$ cat src/hw/rtl/ofuc_pkg.sv
package ofuc_pkg;

  localparam int unsigned DEPTH = 64;
  localparam int unsigned PTR_W = (DEPTH > 1) ? $clog2(DEPTH) : 1;
  localparam logic [PTR_W-1:0] PTR_LAST = PTR_W'(DEPTH - 1);

  typedef enum logic [1:0] {
    CMD_PUT   = 2'd0,
    CMD_GET   = 2'd1,
    CMD_CLEAR = 2'd2
  } cmd_e;

  typedef struct packed {
    cmd_e       command;
    logic [7:0] put_char;
  } in_t;

  typedef struct packed {
    logic [7:0] read_char;
    logic       is_empty;
    logic       is_full;
  } out_t;

endpackage

$ cat src/hw/rtl/overwrite_fifo_uppercase_chars.sv
// The result beat of an accepted input beat is registered and appears in the cycle after it.
// Throughput: one beat per cycle while out_ready keeps up; the ring memory takes one write or one read per cycle.
// A result waiting at the output register holds off input only when out_ready is low.
// Reset (synchronous, active low) empties the ring and the output register.
// The slot memory is not cleared and needs no clearing pass.
module overwrite_fifo_uppercase_chars (
  input  logic           clk,
  input  logic           rst_n,
  input  logic           in_valid,
  output logic           in_ready,
  input  ofuc_pkg::in_t  in_payload,
  output logic           out_valid,
  input  logic           out_ready,
  output ofuc_pkg::out_t out_payload
);

  logic [7:0] mem [ofuc_pkg::DEPTH];

  logic [ofuc_pkg::PTR_W-1:0] wr_ptr_r, wr_ptr_nxt;
  logic [ofuc_pkg::PTR_W-1:0] rd_ptr_r, rd_ptr_nxt;
  logic                       full_r, full_nxt;
  logic                       out_valid_r;
  logic                       hit_r;
  logic                       out_empty_r;
  logic                       out_full_r;
  logic [7:0]                 rdata_r;

  logic       in_fire;
  logic       empty_now;
  logic       do_put;
  logic       do_get;
  logic [7:0] folded;

  function automatic logic [ofuc_pkg::PTR_W-1:0] advance(
    input logic [ofuc_pkg::PTR_W-1:0] p
  );
    logic [ofuc_pkg::PTR_W-1:0] n;
    if (p == ofuc_pkg::PTR_LAST) begin
      n = '0;
    end else begin
      n = p + 1'b1;
    end
    return n;
  endfunction

  assign in_ready  = !out_valid_r || out_ready;
  assign in_fire   = in_valid && in_ready;
  assign empty_now = !full_r && (wr_ptr_r == rd_ptr_r);
  assign do_put    = in_fire && (in_payload.command == ofuc_pkg::CMD_PUT);
  assign do_get    = in_fire && (in_payload.command == ofuc_pkg::CMD_GET) && !empty_now;

  always_comb begin
    folded = in_payload.put_char;
    if (in_payload.put_char >= 8'h61 && in_payload.put_char <= 8'h7a) begin
      folded = in_payload.put_char - 8'h20;
    end
  end

  always_comb begin
    wr_ptr_nxt = wr_ptr_r;
    rd_ptr_nxt = rd_ptr_r;
    full_nxt   = full_r;
    if (in_fire) begin
      case (in_payload.command)
        ofuc_pkg::CMD_PUT: begin
          wr_ptr_nxt = advance(wr_ptr_r);
          if (full_r) begin
            rd_ptr_nxt = advance(rd_ptr_r);
          end
          full_nxt = (advance(wr_ptr_r) == (full_r ? advance(rd_ptr_r) : rd_ptr_r));
        end
        ofuc_pkg::CMD_GET: begin
          if (!empty_now) begin
            rd_ptr_nxt = advance(rd_ptr_r);
            full_nxt   = 1'b0;
          end
        end
        ofuc_pkg::CMD_CLEAR: begin
          wr_ptr_nxt = rd_ptr_r;
          full_nxt   = 1'b0;
        end
        default: begin
        end
      endcase
    end
  end

  always_ff @(posedge clk) begin
    if (do_put) begin
      mem[wr_ptr_r] <= folded;
    end
    if (do_get) begin
      rdata_r <= mem[rd_ptr_r];
    end
  end

  always_ff @(posedge clk) begin
    if (!rst_n) begin
      wr_ptr_r    <= '0;
      rd_ptr_r    <= '0;
      full_r      <= 1'b0;
      out_valid_r <= 1'b0;
      hit_r       <= 1'b0;
      out_empty_r <= 1'b1;
      out_full_r  <= 1'b0;
    end else begin
      wr_ptr_r <= wr_ptr_nxt;
      rd_ptr_r <= rd_ptr_nxt;
      full_r   <= full_nxt;
      if (in_fire) begin
        out_valid_r <= 1'b1;
        hit_r       <= do_get;
        out_empty_r <= !full_nxt && (wr_ptr_nxt == rd_ptr_nxt);
        out_full_r  <= full_nxt;
      end else if (out_ready) begin
        out_valid_r <= 1'b0;
      end
    end
  end

  assign out_valid             = out_valid_r;
  assign out_payload.read_char = hit_r ? rdata_r : 8'h00;
  assign out_payload.is_empty  = out_empty_r;
  assign out_payload.is_full   = out_full_r;

  a_full_ptrs_equal: assert property (@(posedge clk) disable iff (!rst_n)
    full_r |-> (wr_ptr_r == rd_ptr_r))
    else $error("Full ring with unequal pointers.");

  a_get_empty_zero: assert property (@(posedge clk) disable iff (!rst_n)
    (in_fire && in_payload.command == ofuc_pkg::CMD_GET && empty_now)
      |=> (out_payload.read_char == 8'h00))
    else $error("Get on an empty ring returned a nonzero byte.");

  a_clear_empties: assert property (@(posedge clk) disable iff (!rst_n)
    (in_fire && in_payload.command == ofuc_pkg::CMD_CLEAR)
      |=> (out_valid && out_payload.is_empty && !out_payload.is_full))
    else $error("Clear did not report an empty ring.");

  a_flags_exclusive: assert property (@(posedge clk) disable iff (!rst_n)
    out_valid |-> !(out_payload.is_empty && out_payload.is_full))
    else $error("Result beat reports both empty and full.");

  a_put_not_empty: assert property (@(posedge clk) disable iff (!rst_n)
    (in_fire && in_payload.command == ofuc_pkg::CMD_PUT) |=> !empty_now)
    else $error("Ring is empty after a put.");

endmodule
$ cat config.mk
export PLATFORM = sky130hd
export DESIGN_NAME = overwrite_fifo_uppercase_chars
export DESIGN_NICKNAME = d
export VERILOG_FILES = /design/src/hw/rtl/ofuc_pkg.sv /design/src/hw/rtl/overwrite_fifo_uppercase_chars.sv
export SDC_FILE = /design/constraint.sdc
export NUM_CORES = 1
export LEC_CHECK = 0
export ABC_CLOCK_PERIOD_IN_PS = 6000
export BUFFER_PORTS_ARGS = -buffer_cell sky130_fd_sc_hd__buf_2
export CAP_MARGIN = 20
export CORE_MARGIN = 2
export CORE_UTILIZATION = 45
export CTS_CLUSTER_DIAMETER = 120
export CTS_CLUSTER_SIZE = 12
export DETAILED_ROUTE_END_ITERATION = 7
export GPL_ROUTABILITY_DRIVEN = 0
export GPL_TIMING_DRIVEN = 0
export HOLD_SLACK_MARGIN = 0.05
export SLEW_MARGIN = 25
export SYNTH_ARGS = -nofsm -noshare
export SYNTH_HDL_FRONTEND = slang
export SYNTH_SLANG_ARGS = --single-unit
$ cat constraint.sdc
create_clock -name clk -period 6 [get_ports clk]
set_input_delay 0.6 -clock clk [delete_from_list [all_inputs] [get_ports clk]]
set_output_delay 0.6 -clock clk [all_outputs]
set_load 0.03 [all_outputs]
# Word level (Yosys, flattened, before mapping)
# Memory sizes are Yosys's and may differ from the RTL's. A register that Yosys moved wholly into a read port is not among the register bits.
# Cells that the tools add are included.
[totals]
register_bits = 17
memories = 1
mem_bits_rw = 512
[mem_list]
columns = ["memory", "depth", "width", "rd", "rd_ports_with_merged_regs", "write_ports", "line_no", "rtl"]
rows = [
  ["mem", 64, 8, 1, 1, 1, "overwrite_fifo_uppercase_chars.sv:17", "logic [7:0] mem [ofuc_pkg::DEPTH];"],
]
[classes]
muxes = 22
add_sub_neg = 3
n_eq_ne = 7
reduce_logical = 14
n_lt_le_gt_ge = 2
[ops]
columns = ["op", "n"]
rows = [
  ["$mux W6", 11],
  ["$pmux W6 S2", 2],
  ["$eq A6 B6 Y1", 3],
  ["$mux W8", 2],
  ["$add A6 B1 Y6 const B", 2],
  ["$eq A6 B6 Y1 const B", 2],
  ["$ge A8 B7 Y1 const B", 1],
  ["$le A8 B7 Y1 const B", 1],
  ["$sub A8 B6 Y8 const B", 1],
  ["$logic_and A1 B1 Y1", 7],
  ["$mux W1", 6],
  ["$logic_not A1 Y1", 4],
  ["$pmux W1 S3", 1],
  ["$eq A2 B1 Y1 const B", 1],
  ["$eq A2 B2 Y1 const B", 1],
  ["$logic_not A2 Y1", 1],
  ["$reduce_bool A2 Y1", 1],
  ["$logic_or A1 B1 Y1", 1],
]

# Longest topological paths before layout
# Gate-level depths: netlist of the first run.
[logic_depth]
word_depth = 10
mapped_depth = 10
depth_no_buf = 8

# Least setup slack after synthesis of the first run
# No wires, ideal clock.
[synth_timing]
path_type = "input to register"
startpoint = "in in_payload[2] (netlist bit)"
endpoint = "mem mem[0][6] (data pin)"
arrival_time_ps = 3103
path_stages = 4
slack_ps = 2349
setup_ps = 548
cell_sequence = "or4_1 > o22ai_1 > nor4_1 > a21oi_1"
[synth_between]
elab_chain_len = 3
word_cells_on_any_way = 5
[synth_rtl]
columns = ["element", "line_no", "rtl"]
rows = [
  ["start: declaration", "overwrite_fifo_uppercase_chars.sv:11", "input ofuc_pkg::in_t in_payload,"],
  ["$ge A8 B7 Y1 / $le A8 B7 Y1 (equally long branches)", "overwrite_fifo_uppercase_chars.sv:54", "if (in_payload.put_char >= 8'h61 && in_payload.put_char <= 8'h7a) begin"],
  ["$logic_and A1 B1 Y1", "overwrite_fifo_uppercase_chars.sv:54", ""],
  ["$mux W8 (*)", "overwrite_fifo_uppercase_chars.sv:54", ""],
  ["via folded[6]", "overwrite_fifo_uppercase_chars.sv:32", "logic [7:0] folded;"],
  ["end: declaration", "overwrite_fifo_uppercase_chars.sv:17", ""],
]
# The timed path passes the listed nets; every way through them passes the cells marked *.

# Worst setup path after layout of the first run
[layout_timing]
startpoint = "reg rd_ptr_r[1] (netlist bit)"
endpoint = "reg rdata_r[0], read port of mem (data pin)"
[layout_between]
elab_chain_len = 4
[layout_rtl]
columns = ["element", "line_no", "rtl"]
rows = [
  ["start: declaration", "overwrite_fifo_uppercase_chars.sv:20", "logic [ofuc_pkg::PTR_W-1:0] rd_ptr_r, rd_ptr_nxt;"],
  ["start signal: assignment", "overwrite_fifo_uppercase_chars.sv:108", "rd_ptr_r <= rd_ptr_nxt;"],
  ["$eq A6 B6 Y1", "overwrite_fifo_uppercase_chars.sv:48", "assign empty_now = !full_r && (wr_ptr_r == rd_ptr_r);"],
  ["$logic_and A1 B1 Y1", "overwrite_fifo_uppercase_chars.sv:48", ""],
  ["$logic_not A1 Y1", "--", ""],
  ["$logic_and A1 B1 Y1", "overwrite_fifo_uppercase_chars.sv:50", "assign do_get = in_fire && (in_payload.command == ofuc_pkg::CMD_GET) && !empty_now;"],
  ["end: declaration", "overwrite_fifo_uppercase_chars.sv:26", "logic [7:0] rdata_r;"],
]
# Parallel ways exist; a longest one is shown, timed or not.
# A chain may end at the register's enable or synchronous reset.

==> impl_metrics.tcl, run 1 <==
set metrics [dict create \
    grt_antenna_before_repair 2 \
    place_area_sq_um 22760 \
    hold_path_class "input port to flip-flop" \
    clkSinkCount 537 \
    grt_pass1_wl_um 78340 \
    crit_type "flip-flop to flip-flop" \
    wirelength_um 54210 \
    period_share_pct 66.59 \
    final_antenna_net_count 0 \
    syn_to_final_growth_pct 11.24 \
    finalHoldViolCount 0 \
    cp_data_required_time_ps 6290 \
    crit_arrival_ps 4290 \
    ioPinCount 26 \
    cts_buffers 50 \
    diodes 0 \
    yosysTopAreaCellShare_pct 71.96 \
    multi_input_area_sq_um 5385 \
    vias 11350 \
    slew_headroom_pct 32.32 \
    n_fill_cell 3844 \
    grt_overflow_total 0 \
    avgSynthCellArea_sq_um 18.71 \
    synth_ff_type "edfxtp_1" \
    power_density_nw_per_um2 297.2 \
    synth_edf_count 520 \
    p_leak_nw 7.155 \
    final-max-slew-violation-count 0 \
    grt_max_degree 67 \
    syn_inst 1160 \
    ys_ff_latch 537 \
    r2r_setup_slack_ps 2000 \
    viasPerCell 6.036 \
    finalSetupViolCount 0 \
    drc_errors 0 \
    rsz0062_at_grt "no" \
    cts_resized 0 \
    r2r_cells 9 \
    skew_ps 33.20 \
    dr.pass1.iters 5 \
    synth_area_leaders "edfxtp_1, mux4_2, mux2i_1, dfxtp_1, nor2_1" \
    startpoint_type "flip-flop" \
    clockBufferDepth 3 \
    min_period_ps 3995 \
    clock_latency_ps 600 \
    fp.dieArea_sq_um 49990 \
    cap_violations 0 \
    drtIter0Drc 1235 \
    max_freq_mhz 250.3 \
    netlist_area_sq_um 21700 \
    h-tree-depth 2 \
    root_buffer "clkbuf_16" \
    min_to "rd_ptr_r[0]$_SDFF_PN0_" \
    std_cell_rows 80 \
    path_max_fanout 10 \
    end_kind "flip-flop" \
    dp_hpwl_um 35130 \
    postCtsHoldBufs 0 \
    track_usage_pct 22.22 \
    avgRoutedWirePerCell_um 28.84 \
    synth.yosys.warnings 0 \
    cts_tree "done" \
    hold-path-cell-count 2 \
    die_w_um 223.6 \
    clkTransAtPathRegs_ps 60 \
    yosysMostFrequentCell "edfxtp_1" \
    holdWs_ps 332.8 \
    max-vdd-ir-drop_uv 216.8 \
    drive_above_1_share_pct 18.97 \
    nets 1259 \
    initial_core_util_pct 45.54 \
    fin_area_sq_um 24140 \
    ys_types 60 \
    r2r_start "rd_ptr_r[1]$_SDFF_PN0_" \
    status "finished clean" \
    yosys.area.top_type "edfxtp_1" \
    worst_pin_slew_ps 1006 \
    post_cts_buffers 0 \
    yosysSeqAreaShare_pct 73.53 \
    first_global_vias 11200 \
    syn_nets 1177 \
    io_buffers 25 \
    r2r-end "rdata_r[0]$_DFFE_PP_" \
    ff_latch_area_sq_um 15960 \
    min_from "rst_n" \
    core-area_sq_um 47650 \
    die_h_um 223.6 \
    async_flop_share_pct 0 \
    synth_top_cells_by_count "edfxtp_1, mux4_2, mux2i_1, nor2_1, nand2_1" \
]
## critical path: stages (launching register included)
cell,delay [ps]
dfxtp_1,410
buf_2,290
buf_2,420
buf_2,470
buf_1,790
mux4_2,430
mux2i_1,340
o22ai_1,130
nor2_1,180
o21ai_0,200
## layout by cell type (no fill, tap or decap), types with 4 or more instances in the layout
cell / Yosys / final
a211oi_1: 8 / 8
a21oi_1: 29 / 28
a31oi_1: 5 / 5
and2_1: 16 / 16
buf_1: 5 / 4
buf_16: 0 / 4
buf_2: 18 / 39
buf_4: 15 / 20
clkbuf_1: 32 / 53
clkbuf_16: 0 / 50
dfxtp_1: 17 / 17
edfxtp_1: 520 / 520
inv_1: 9 / 9
mux2i_1: 82 / 82
mux4_2: 108 / 108
nand2_1: 36 / 36
nand3_1: 14 / 14
nand3b_1: 5 / 5
nand4_1: 7 / 7
nor2_1: 82 / 81
nor2b_1: 14 / 14
o21ai_0: 11 / 11
o221ai_1: 34 / 34
o22ai_1: 22 / 22
xnor2_1: 11 / 11
xor2_1: 5 / 5
## layer usage
metal | up-vias | routed length [um] | GRT usage, %
li1 | 4884 | - | -
met3 | 94 | 4485 | 5.417
met4 | 2 | 1838 | 7.957
met1 | 5918 | 22910 | 31.31
met5 | - | 10 | 0
met2 | 450 | 24970 | 34.03
## worst max path at each step
stage | from | to | slack (ps) | cells past startpoint
3_3_place_gp | in_payload[2] | mem[44][6]$_DFFE_PP_ | -650 | 5
6_report | rd_ptr_r[1]$_SDFF_PN0_ | rdata_r[0]$_DFFE_PP_ | 2000 | 9
3_5_place_dp | in_payload[9] | mem[31][0]$_DFFE_PP_ | 2030 | 5
4_1_cts | rd_ptr_r[1]$_SDFF_PN0_ | rdata_r[0]$_DFFE_PP_ | 2030 | 9
5_1_grt | rd_ptr_r[1]$_SDFF_PN0_ | rdata_r[0]$_DFFE_PP_ | 1870 | 9
2_1_floorplan | in_payload[2] | mem[0][6]$_DFFE_PP_ | 2350 | 4
## kinds of logic after synthesis
group | Yosys count | share of synthesized area (%)
flops | 537 | 73.53
compound gates | 134 | 4.376
fa+ha+maj | 3 | 0.1730
simple gates | 194 | 4.250
mux | 191 | 15.04
buf+inv | 83 | 1.805
xor+xnor | 18 | 0.8245
## metrics by stage
| step | setup slack, ps | util, % | setup TNS [ps] | std cells | total power, mW |
|---|---|---|---|---|---|
| final | 2005 | 50.66 | 0 | 1880 | 7.173 |
| after global routing | 1872 | 50.66 | 0 | 1880 | 7.384 |
| after CTS | 2034 | 50.65 | 0 | 1880 | 7.225 |
| after detailed placement | 2029 | 47.78 | 0 | 1805 | 4.426 |
| after global placement | -654.8 | 47.42 | -59310 | 1800 | 4.410 |
| after floorplan | 2349 | - | 0 | 1160 | 4.310 |
## layout make-up
cell class / count / area share, %
Tap cell: 615 / 3.188
Clock buffer: 71 / 5.510
Clock inverter: 4 / 0.1607
Inverter: 12 / 0.1866
Sequential cell: 537 / 66.10
Multi-Input combinational cell: 540 / 22.31
Buffer: 71 / 1.441
Timing Repair Buffer: 30 / 1.109
## flip-flops by register name (all words and copies together) (netlist names)
register / flops
mem: 512
rdata_r: 8
rd_ptr_r: 6
wr_ptr_r: 6
full_r: 1
hit_r: 1
out_empty_r: 1
out_full_r: 1
out_valid: 1
## report_power, final
group          total, mW  switching [mW]  internal [mW]  leakage, nW
registers           4.12         0.00235           4.12         4.81
logic              0.223           0.153         0.0701         1.68
clock network       2.83            1.30           1.52        0.661
(Power assumes the default switching activity.)
==> inputs of run 2 (changes only) <==
--- a/config.mk
+++ b/config.mk
@@ -5,7 +5,7 @@
 export SDC_FILE = /design/constraint.sdc
 export NUM_CORES = 1
 export LEC_CHECK = 0
-export ABC_CLOCK_PERIOD_IN_PS = 6000
+export ABC_CLOCK_PERIOD_IN_PS = 4000
 export BUFFER_PORTS_ARGS = -buffer_cell sky130_fd_sc_hd__buf_2
 export CAP_MARGIN = 20
 export CORE_MARGIN = 2
==> constraint.sdc (replaced) <==
create_clock -name clk -period 4 [get_ports clk]
set_input_delay 0.4 -clock clk [delete_from_list [all_inputs] [get_ports clk]]
set_output_delay 0.4 -clock clk [all_outputs]
set_load 0.03 [all_outputs]
==> impl_metrics.tcl, run 2 (same netlist as run 1, synthesis figures left out) <==
set metrics [dict create \
    place_area_sq_um 22760 \
    wirelength_um 54030 \
    status "finished clean" \
    mostFrequentLayoutCells "edfxtp_1, mux4_2, mux2i_1" \
    grt_pass1_wl_um 78340 \
    cap_violations 0 \
    crit_type "flip-flop to flip-flop" \
    drc_errors 0 \
    fin_cells 1879 \
    cp_data_required_time_ps 4290 \
    final_antenna_net_count 0 \
    die_h_um 223.6 \
    combPwrFrac_pct 3.1 \
    syn_to_final_growth_pct 11.23 \
    hold_path_class "input port to flip-flop" \
    postCtsHoldBufs 0 \
    p_switching_mw 2.197 \
    viasPerCell 6.043 \
    worst_pin_slew_ps 1031 \
    grt_antenna_before_repair 2 \
    root_buffer "clkbuf_16" \
    first_global_vias 11200 \
    ff_latch_area_sq_um 15960 \
    n_fill_cell 3844 \
    rsz0062_at_grt "no" \
    p_leak_nw 7.154 \
    drive_above_1_share_pct 18.99 \
    clkSinkCount 537 \
    crit_arrival_ps 4140 \
    clockBufferDepth 3 \
    power_density_nw_per_um2 446.1 \
    slew_headroom_pct 30.61 \
    placed_cells 1805 \
    avgRoutedWirePerCell_um 28.75 \
    end_kind "flip-flop" \
    initial_core_util_pct 45.54 \
    p_sw_share_pct 20.40 \
    path_max_fanout 10 \
    dp_hpwl_um 35130 \
    final_util_pct 50.66 \
    final_common_cell "edfxtp_1" \
    clkTransAtPathRegs_ps 60 \
    grt_overflow_total 0 \
    vias 11360 \
    skew_ps 28.76 \
    io_buffers 25 \
    top_regs "mem (512), rdata_r (8)" \
    crit_start "rd_ptr_r[1]$_SDFF_PN0_" \
    diodes 0 \
    multi_input_area_sq_um 5385 \
    fin_setup_tns_ps 0 \
    period_share_pct 96.30 \
    grt_max_degree 67 \
    die_w_um 223.6 \
    fin_area_sq_um 24140 \
    nets 1258 \
    max_freq_mhz 259.6 \
    cts_buffers 50 \
    layout_setup_ws_ps 148.0 \
    h-tree-depth 2 \
    post_cts_buffers 0 \
    clock_latency_ps 610 \
    p_clk_share_pct 39.5 \
    largest_reg_flops 512 \
    track_usage_pct 22.22 \
    max-vdd-ir-drop_uv 325.0 \
    cts_resized 0 \
    min_period_ps 3852 \
    dr.pass1.iters 5 \
    seq_power_share_pct 57.4 \
    startpoint_type "flip-flop" \
    total_power_mw 10.77 \
    finalSetupViolCount 0 \
    final-max-slew-violation-count 0 \
    cts_tree "done" \
    min_from "rst_n" \
    fp.dieArea_sq_um 49990 \
    finalHoldViolCount 0 \
    core-area_sq_um 47650 \
    drtIter0Drc 1298 \
    r2r_start "rd_ptr_r[1]$_SDFF_PN0_" \
    pre_cts_slack_ps 32.17 \
    std_cell_rows 80 \
    regMostFlops "mem" \
    intPower_mw 8.571 \
    holdWs_ps 127.7 \
    ioPinCount 26 \
]
run 2: power groups by stage:
| stage | registers [mW] | logic, mW | clock network (mW) |
|---|---|---|---|
| after detailed placement | 6.30 | 0.336 | 0 |
| after global placement | 6.31 | 0.304 | 0 |
| after floorplan | 6.31 | 0.159 | 0 |
| final | 6.18 | 0.334 | 4.25 |
| after CTS | 6.18 | 0.337 | 4.32 |
| after global routing | 6.18 | 0.358 | 4.54 |
run 2: worst max-delay path, cell delays in order, from the launching register on:
cell      delay, ps
dfxtp_1         420
buf_2           290
buf_4           310
buf_2           460
buf_1           710
mux4_2          470
o22ai_1         170
a21oi_1         100
a211oi_1        410
a31oi_1         170
run 2: layout make-up:
class                   count  area share [%]
plain buffers              70           1.426
clock buffers              71           5.511
clock inverters             4          0.1607
inverters                  12          0.1866
multi-input cells         540           22.31
flip-flops and latches    537           66.11
well taps                 615           3.188
repair buffers             30           1.109
run 2: layer usage:
| metal | GRT usage (%) | share of wire [%] | up-vias |
|---|---|---|---|
| met3 | 5.417 | 7.9 | 98 |
| met5 | 0 | 0.019 | - |
| met2 | 34.03 | 46 | 448 |
| met4 | 7.957 | 3.5 | 2 |
| met1 | 31.31 | 42 | 5921 |
| li1 | - | - | 4886 |
run 2: worst paths after layout:
path	endpoint	slack (ps)	cells past startpoint
setup / recovery	rdata_r[4]$_DFFE_PP_	150	9
hold / removal	rd_ptr_r[0]$_SDFF_PN0_	130	2
setup reg to reg	rdata_r[4]$_DFFE_PP_	150	9
hold reg to reg	out_full_r$_SDFFE_PN0P_	500	2
